## src/icdf_pkg.sv

```systemverilog
`timescale 1ns / 1ps

package icdf_pkg;

  // Table geometry and fixed point format.
  localparam int TABLE_DEPTH   = 1024;
  localparam int FRACTION_BITS = 24;
  localparam int VAL_W         = FRACTION_BITS + 1;
  localparam int CNT_W         = $clog2(TABLE_DEPTH + 1);
  localparam int ADDR_W        = $clog2(TABLE_DEPTH);
  localparam int PROD_W        = 2 * VAL_W;

  localparam logic [VAL_W-1:0] FX_ONE     = VAL_W'(1) << FRACTION_BITS;
  localparam logic [VAL_W-1:0] FX_MASK    = {VAL_W{1'b1}};
  localparam logic [VAL_W-1:0] STEP_RESET = VAL_W'(16777);

  localparam logic [CNT_W-1:0] LAST_ENTRY = CNT_W'(TABLE_DEPTH - 1);

  // Input command codes.
  localparam logic CMD_BUILD  = 1'b0;
  localparam logic CMD_SAMPLE = 1'b1;

  // Commands from the controller to the datapath.
  typedef struct packed {
    logic start;      // capture the accepted item and initialize
    logic build_mul;  // form 2*y*step
    logic build_acc;  // accumulate, advance y, store one table entry
    logic srch_cmp;   // narrow the search window
    logic load_out;   // load the result register
  } icdf_cmd_t;

  // Status from the datapath to the controller.
  typedef struct packed {
    logic y_done;       // next grid point reaches one
    logic full;         // the entry being written is the last one
    logic search_more;  // search window is not empty
    logic out_free;     // result register can take a new result
  } icdf_stat_t;

endpackage

```

## src/icdf_ctrl.sv

```systemverilog
`timescale 1ns / 1ps

module icdf_ctrl (
  input  logic                 clk,
  input  logic                 rst,
  input  logic                 in_valid,
  input  logic                 command,
  output logic                 in_stall,
  input  icdf_pkg::icdf_stat_t stat,
  output icdf_pkg::icdf_cmd_t  cmd
);

  localparam logic [2:0] ST_IDLE   = 3'd0;
  localparam logic [2:0] ST_B_MUL  = 3'd1;
  localparam logic [2:0] ST_B_ACC  = 3'd2;
  localparam logic [2:0] ST_S_RD   = 3'd3;
  localparam logic [2:0] ST_S_CMP  = 3'd4;
  localparam logic [2:0] ST_FIN    = 3'd5;

  logic [2:0] state;
  logic [2:0] state_next;

  assign in_stall = (state != ST_IDLE);

  always_comb begin
    state_next = state;
    cmd        = '0;
    case (state)
      ST_IDLE: begin
        if (in_valid) begin
          cmd.start = 1'b1;
          state_next = (command == icdf_pkg::CMD_SAMPLE) ? ST_S_RD : ST_B_MUL;
        end
      end
      ST_B_MUL: begin
        cmd.build_mul = 1'b1;
        state_next    = ST_B_ACC;
      end
      ST_B_ACC: begin
        cmd.build_acc = 1'b1;
        state_next    = (stat.y_done || stat.full) ? ST_FIN : ST_B_MUL;
      end
      ST_S_RD: begin
        // The datapath reads the table at the window midpoint, or the grid
        // entry at the window start once the window has closed.
        state_next = stat.search_more ? ST_S_CMP : ST_FIN;
      end
      ST_S_CMP: begin
        cmd.srch_cmp = 1'b1;
        state_next   = ST_S_RD;
      end
      ST_FIN: begin
        if (stat.out_free) begin
          cmd.load_out = 1'b1;
          state_next   = ST_IDLE;
        end
      end
      default: begin
        state_next = ST_IDLE;
      end
    endcase
  end

  always_ff @(posedge clk) begin
    if (rst) begin
      state <= ST_IDLE;
    end else begin
      state <= state_next;
    end
  end

endmodule

```

## config.mk

```make
export PLATFORM = sky130hd
export DESIGN_NAME = icdf_ctrl
export DESIGN_NICKNAME = d
export VERILOG_FILES = /design/src/icdf_pkg.sv /design/src/icdf_ctrl.sv
export SDC_FILE = /design/constraint.sdc
export NUM_CORES = 1
export LEC_CHECK = 0
export BUFFER_PORTS_ARGS = -buffer_cell sky130_fd_sc_hd__buf_4
export CAP_MARGIN = 20
export CORE_AREA = 2 2 39 41
export CTS_CLUSTER_SIZE = 16
export DETAILED_ROUTE_END_ITERATION = 6
export DIE_AREA = 0 0 41 43
export PLACE_DENSITY = 0.45
export RECOVER_POWER = 100
export SETUP_SLACK_MARGIN = 0.15
export SYNTH_ARGS = -nofsm -noshare
export SYNTH_HDL_FRONTEND = slang
export SYNTH_SLANG_ARGS = --single-unit
```

## constraint.sdc

```tcl
create_clock -name clk -period 2.4 [get_ports clk]
set_clock_uncertainty 0.05 [all_clocks]
set_input_delay 0.12 -clock clk [delete_from_list [all_inputs] [get_ports clk]]
set_output_delay 0.12 -clock clk [all_outputs]
set_load 0.02 [all_outputs]
```

==> results.sh <==
export IMPL_crit_path_start_kind="flip-flop"
export IMPL_rsz0062_at_grt="false"
export IMPL_port_buffers=13
export IMPL_wl_per_cell_um=9.364
export IMPL_yosys_top_cells_count="inv_1, dfxtp_1, a2111oi_1, a211oi_1, nor3_1"
export IMPL_yosysSeqAreaShare_pct=30.77
export IMPL_synth_area_per_cell_um2=8.486
export IMPL_ys_seq_elements=3
export IMPL_reg_top3="state: 3 flops"
export IMPL_cts_root_buf="clkbuf_4"
export IMPL_synthXorXnorAreaFrac_pct=0
export IMPL_multi_input_comb_area_um2=106.4
export IMPL_worstSkewPairLatency_ns=0.23
export IMPL_synth_edff_count=0
export IMPL_grt_pass1_wl_um=821
export IMPL_ys_types=15
export IMPL_gr_usage_all_layers_pct=7.430
export IMPL_place_congestion=0.6781
export IMPL_largest_register_ffs=3
export IMPL_fillers=169
export IMPL_start_util_pct=14.10
export IMPL_viasPerCell=4.055
export IMPL_ys_async_sr_fraction_pct=0
export IMPL_syn_area_um2=195.2
export IMPL_area_growth_syn_to_layout_pct=57.05
export IMPL_cts_num_sinks=3
export IMPL_wl_um=515
export IMPL_synthCells=23
export IMPL_cts_tree="done"
export IMPL_synth_fa_ha_area_share_pct=0
export IMPL_synth_compound_area_share_pct=31.41
export IMPL_synth_top_family_by_area="compound AO/OA/AOI/OAI gates"
export IMPL_drc=0
export IMPL_relSlewSlack_pct=78.09
export IMPL_synth_area_mux_share_pct=0
export IMPL_drv_cap=0
export IMPL_htree_num_levels=1
export IMPL_p_per_area_nw_per_um2=719.0
export IMPL_hp_class="input pin to flip-flop"
export IMPL_crit_arrival_ns=1.34
export IMPL_cts_hold_buf=0
export IMPL_dp_cells=51
export IMPL_rows=14
export IMPL_numCtsBuffers=3
export IMPL_tightest_slew_ns=0.3204
export IMPL_critical_path_class="flip-flop to primary output"
export IMPL_timing_final_crit_share_pct=63.01
export IMPL_ant_nets=0
export IMPL_yosysTopAreaCell="dfxtp_1"
export IMPL_period_minus_slack_ns=1.512
export IMPL_crit_fanout=11
export IMPL_cp_required_ns=2.23
export IMPL_cts_setup_buffers=0
export IMPL_yosys_top_cells_area="dfxtp_1, a2111oi_1, a211oi_1, inv_1, or3_4"
export IMPL_nNetsFinal=48
export IMPL_die_w_um=41
export IMPL_cp_end_kind="primary output"
export IMPL_finalSetupViolCount=0
export IMPL_syn_nets=31
export IMPL_n_antenna_cell=0
export IMPL_dr_pass1_iters=2
export IMPL_final_cells=55
export IMPL_gr_total_overflow=0
export IMPL_fmax_mhz=661.2
export IMPL_drv_slew=0
export IMPL_die_h_um=43
export IMPL_drt_iter0_drc=6
export IMPL_yosys_warnings=0
export IMPL_die_area_um2=1763
export IMPL_synth_ff_type="dfxtp_1"
export IMPL_synthSimpleGateAreaFrac_pct=26.28
export IMPL_cts_resized=0
export IMPL_synth_top_area_share_pct=30.77
export IMPL_leakage_nw=0.1311
export IMPL_vias=223
export IMPL_antenna_found_initial=0
export IMPL_ir_drop_mv=0.1685
export IMPL_clk_pin_slew_ns=0.04
export IMPL_drive_gt1_share_pct=35.90
export IMPL_grt_pass1_vias=200
export IMPL_outcome="finished clean"
export IMPL_hold_violations=0
export IMPL_dp_hpwl_um=395.8
export IMPL_coreArea_um2=1384
export IMPL_grt_max_degree=12
export IMPL_ios=14
export IMPL_yosysMostFrequentCell="inv_1"
export IMPL_final_setup_tns_ns=0
export IMPL_regArea_um2=60.06
export IMPL_cts_buffer_depth=2
export IMPL_max_flop_register="state"
==> through the flow <==
stage / hold slack (ns) / power (mW) / worst slack (ns) / utilization, % / area (um^2)
3_5_place_dp: 0.2742 / 0.1476 / 1.233 / 22.06 / 305.3
4_1_cts: 0.02673 / 0.2396 / 0.9803 / 23.96 / 331.6
6_report: 0.03255 / 0.2204 / 0.8877 / 22.15 / 306.5
3_3_place_gp: 0.2756 / 0.1477 / 1.241 / 22.06 / 305.3
5_1_grt: 0.03889 / 0.2392 / 0.7820 / 22.15 / 306.5
2_1_floorplan: 0.1391 / 0.1161 / 1.170 / - / 195.2
==> logic make-up after synthesis <==
| logic type | Yosys count |
|---|---|
| AO/OA/AOI/OAI | 8 |
| buffers and inverters | 5 |
| flip-flops | 3 |
| AND/OR/NAND/NOR | 7 |
==> final timing paths <==
path / slack [ns] / start / endpoint / cells after the start
setup / recovery: 0.89 / state[0] / cmd[4] / 3
hold / removal: 0.03 / rst / state[2] / 2
setup reg to reg: 1.33 / state[0] / state[1] / 2
hold reg to reg: 0.48 / state[1] / state[1] / 1
==> layout make-up <==
type | instances | share of cell area (%)
sequential | 3 | 19.59
timing repair buffer | 13 | 25.71
tap | 16 | 6.531
clock buffer | 4 | 8.571
inverter | 4 | 4.898
multi-input combinational | 15 | 34.69
==> placed cells by master, fill, tap and decap left out <==
cell type / instances
a2111oi_0: 1
a2111oi_1: 1
a211oi_1: 2
a21o_1: 1
a21oi_1: 1
and3_2: 1
and4_2: 1
buf_4: 8
clkbuf_1: 6
clkbuf_4: 3
dfxtp_1: 3
inv_1: 4
nand4_1: 1
nor2_2: 1
nor3_1: 2
o21ai_0: 1
o311ai_0: 1
or3_1: 1
==> report_power, final <==
group | internal [mW] | switching [mW]
clock network | 0.0622 | 0.0244
logic | 0.0289 | 0.0363
registers | 0.0565 | 0.0121
==> per-layer routing <==
layer  track usage (%)  wire, um  up-vias
met2             9.375       253        6
met1             8.360       216       97
met5                 0         0        -
li1                  -         -      120
met3             1.571        45        0
met4             10.00         0        0
==> worst max-delay path, stage by stage (launching register included) <==
cell      delay (ns)
dfxtp_1         0.39
or3_1           0.41
nor2_2          0.09
clkbuf_1        0.23
(Power assumes the default switching activity.)
